**src/rmq_sqrt_pipe.sv**
```systemverilog
// Pipelined integer square root, one result bit per register stage.
// Depends on nothing but the clock enable and valid bits supplied by the top level.
`timescale 1ns / 1ps

module rmq_sqrt_pipe #(
  parameter int RW    = 32,
  parameter int TAG_W = 8
) (
  input  logic              clk,
  input  logic              rst,
  input  logic              en,
  input  logic              in_valid,
  input  logic [2*RW-1:0]   in_x,
  input  logic [TAG_W-1:0]  in_tag,
  output logic              out_valid,
  output logic [RW-1:0]     out_root,
  output logic [TAG_W-1:0]  out_tag
);

  localparam int REM_W = RW + 2;

  logic              v    [RW];
  logic [REM_W-1:0]  rem  [RW];
  logic [RW-1:0]     root [RW];
  logic [2*RW-1:0]   x    [RW];
  logic [TAG_W-1:0]  tag  [RW];

  for (genvar s = 0; s < RW; s++) begin : g_stage
    localparam int B = RW - 1 - s;
    logic             pv;
    logic [REM_W-1:0] prem;
    logic [REM_W-1:0] rem_sh;
    logic [REM_W-1:0] trial;
    logic [RW-1:0]    proot;
    logic [2*RW-1:0]  px;
    logic [TAG_W-1:0] ptag;

    if (s == 0) begin : g_first
      assign pv    = in_valid;
      assign prem  = '0;
      assign proot = '0;
      assign px    = in_x;
      assign ptag  = in_tag;
    end else begin : g_next
      assign pv    = v[s-1];
      assign prem  = rem[s-1];
      assign proot = root[s-1];
      assign px    = x[s-1];
      assign ptag  = tag[s-1];
    end

    // Bring down the next two radicand bits and try the trial subtrahend 4r+1.
    assign rem_sh = {prem[REM_W-3:0], px[2*B+1 -: 2]};
    assign trial  = {proot, 2'b01};

    always_ff @(posedge clk) begin
      if (rst) begin
        v[s] <= 1'b0;
      end else if (en) begin
        v[s] <= pv;
      end
    end

    always_ff @(posedge clk) begin
      if (en) begin
        x[s]   <= px;
        tag[s] <= ptag;
        if (rem_sh >= trial) begin
          rem[s]  <= rem_sh - trial;
          root[s] <= {proot[RW-2:0], 1'b1};
        end else begin
          rem[s]  <= rem_sh;
          root[s] <= {proot[RW-2:0], 1'b0};
        end
      end
    end
  end

  assign out_valid = v[RW-1];
  assign out_root  = root[RW-1];
  assign out_tag   = tag[RW-1];

endmodule

```
**config.mk**
```make
export PLATFORM = sky130hd
export DESIGN_NAME = rmq_sqrt_pipe
export DESIGN_NICKNAME = d
export VERILOG_FILES = /design/src/rmq_sqrt_pipe.sv
export SDC_FILE = /design/constraint.sdc
export NUM_CORES = 2
export LEC_CHECK = 0
export BUFFER_PORTS_ARGS = -buffer_cell sky130_fd_sc_hd__buf_2
export CORE_AREA = 3 3 457 459
export CTS_CLUSTER_SIZE = 14
export DETAILED_ROUTE_END_ITERATION = 8
export DIE_AREA = 0 0 460 462
export GPL_ROUTABILITY_DRIVEN = 1
export PLACE_DENSITY = 0.76
export SLEW_MARGIN = 5
export SYNTH_ARGS = -nofsm -noshare
export SYNTH_HDL_FRONTEND = slang
export SYNTH_MEMORY_MAX_BITS = 65536
export SYNTH_SLANG_ARGS = --single-unit
export TNS_END_PERCENT = 20
```
**constraint.sdc**
```tcl
create_clock -name clk -period 7 [get_ports clk]
set_clock_uncertainty 0.2 [all_clocks]
set_input_delay 1.4 -clock clk [delete_from_list [all_inputs] [get_ports clk]]
set_output_delay 1.4 -clock clk [all_outputs]
set_load 0.01 [all_outputs]
```
==> results.json <==
{
  "synth_area_sq_um": 123000,
  "dr.pass1.iters": 7,
  "fin_setup_tns_ns": 0,
  "synth_enable_flop_cells": 2752,
  "multi_input_area_sq_um": 36800,
  "area_delta_synth_final_pct": 10.7,
  "p_per_area_nw_per_um2": 338,
  "wirelength_microns": 228000,
  "grt_pass1_wl_microns": 364000,
  "die_y_microns": 462,
  "ys_types": 88,
  "nets": 9898,
  "grt_use_met3_pct": 2.76,
  "num-fill-cells": 14200,
  "overflow": 0,
  "hold_viol_final": 0,
  "stdcell_count": 12200,
  "slew_headroom_pct": 17.4,
  "fp.coreArea_sq_um": 205000,
  "min_path_type": "reg2reg",
  "syn_nets": 9597,
  "max_stage_delay_ns": 0.94,
  "grt_pass1_vias": 68400,
  "avgViaCountPerCell": 5.71,
  "critical_path.startpoint": "root[0][480]",
  "place_ws_ns": 2.01,
  "power_leakage_nw": 51.8,
  "stdcell_area_sq_um": 136000,
  "grtUsageMet1_pct": 28.6,
  "ys_warn_count": 0,
  "regArea_sq_um": 82700,
  "critical_path_buf_inv_count": 1,
  "setup_viol": 0,
  "rows": 166,
  "worstPathArrival_ns": 4.94,
  "wl_per_cell_microns": 18.8,
  "critPathSlowestCell": "nor2_2",
  "grt_max_degree": 203,
  "crit_path_start_kind": "register",
  "peakVddDrop_uv": 290,
  "required_ns": 7.37,
  "cpLargestDelayFamily": "simple AND/OR/NAND/NOR gates",
  "dieArea_sq_um": 213000,
  "dpl_cell_area_sq_um": 127000,
  "ant_nets": 0,
  "hold_start": "x[0][27]",
  "port_buffers": 116,
  "async_reset_ff_share_pct": 0,
  "period_needed_ns": 4.57,
  "drt_iter0_drc": 5674,
  "start_util_pct": 59.9,
  "worstHoldPathCells": 0,
  "die_x_microns": 460,
  "path_max_fanout": 35,
  "dpl.hpwl_microns": 158000,
  "cts_sinks": 2753,
  "cts_inserted_buffers": 300,
  "post_cts_resized": 0,
  "drc_errors": 0,
  "synth-main-ff-cell": "edfxtp_1",
  "avgSynthCellArea_sq_um": 13.7,
  "post-cts-setup-buffers": 0,
  "rsz0062_at_grt": "no",
  "worst_slack_ns": 2.43,
  "rr_startpoint": "root[0][480]",
  "vias": 69400,
  "cts_hold_buf": 0,
  "criticalPathCategory": "reg2reg",
  "status": "finished clean",
  "dp_cells": 11600,
  "grt_usage_pct": 21.4,
  "synth_cells": 8959,
  "cts_tree": "built",
  "period_share_pct": 65.3,
  "antenna_found_initial": 4,
  "synth-seq-cells": 2753,
  "root_buffer": "clkbuf_16",
  "utilization_pct": 66.3,
  "htreeDepth": 5,
  "crit_cells": 11,
  "cp-end-kind": "register",
  "clk_pin_slew_ns": 0.06,
  "worstPathCellList": "inv_1 -> ha_1 -> nor2b_1 -> o21a_1 -> o211ai_1 -> nand2_1 -> nor4bb_1 -> nor3_1 -> or3_1 -> nor2_2 -> o21ai_0",
  "final_layout_size_suffix_gt1_share_pct": 8.37,
  "timing.fmax_mhz": 219,
  "slew_violations": 0,
  "rr_worst_depth": 11,
  "synth_seq_area_share_pct": 67.4,
  "cts_buffer_depth": 4,
  "globalplace.congestion": 0.924,
  "grtUsageMet2_pct": 36.2,
  "grt-busiest-layer": "met2",
  "insertion_delay_ns": 0.92,
  "drv_cap": 0,
  "tightest_slew_ns": 1.24,
  "ios": 117
}
-- flip-flops by register name (all words and copies together), names as in the netlist --
signal and cells:
root 528, tag 256, v 32, rem 945, x 992
-- cells by family after synthesis --
| group | count (synthesis) | synth area share, % |
|---|---|---|
| fa+ha+maj | 562 | 5.73 |
| buf+inv | 874 | 2.68 |
| mux | 133 | 1.21 |
| xor+xnor | 792 | 5.65 |
| flops | 2753 | 67.4 |
| compound gates | 1674 | 8.43 |
| simple gates | 2171 | 8.91 |
-- final timing paths --
check | end | slack (ns)
setup / recovery | rem[1][15] | 2.43
hold / removal | x[0][91] | 0.18
hold reg to reg | x[0][91] | 0.18
setup reg to reg | rem[1][15] | 2.43
-- layout by cell type, fill, tap and decap left out, drive strengths merged, types with 232 or more instances in the layout --
master	instances
inv	707
nor2	537
a21o	232
clkbuf	352
ha	562
nand2	506
xnor2	415
edfxtp	2752
o21ai	399
xor2	377
a21oi	562
-- synth_stat cells (103+ instances only) --
library cell	count	area (sq um)
edfxtp_1	2752	82600
inv_1	699	2620
ha_1	562	7030
a21oi_1	561	2810
nor2_1	536	2010
nand2_1	505	1900
xnor2_1	415	3630
o21ai_0	395	1980
xor2_1	377	3300
a21o_1	232	1740
nor3_1	200	1000
clkbuf_1	154	578
nand3_1	133	666
nand2b_1	122	763
mux2_2	121	1360
o21a_1	103	773
-- through the flow --
step	hold WS (ns)	total power, mW
global placement	0.200	31.0
detailed placement	0.205	31.2
floorplan	0.200	28.7
finish	0.185	45.9
CTS	0.184	46.3
global route	0.193	48.2
-- layer usage --
metal	vias to the layer above	share of wire (%)
met2	1682	49
met4	0	3.5
li1	33700	-
met3	521	4.4
met1	33500	43
met5	-	0
-- power by group --
group          switching, mW  total, mW  internal, mW
combinational           4.99       8.91          3.92
sequential              1.25       22.1          20.8
clock                   6.06       14.9          8.83
total                   12.3       45.9          33.6
-- layout make-up --
type / instances / area share (%)
clock buffers: 352 / 5.77
inverters: 700 / 1.93
multi-input cells: 5332 / 27.1
well taps: 2688 / 2.48
repair buffers: 173 / 0.846
flip-flops and latches: 2753 / 60.9
clock inverters: 155 / 1.01
diodes: 1 / 0.00184
Power figures use the tool's default switching activity.
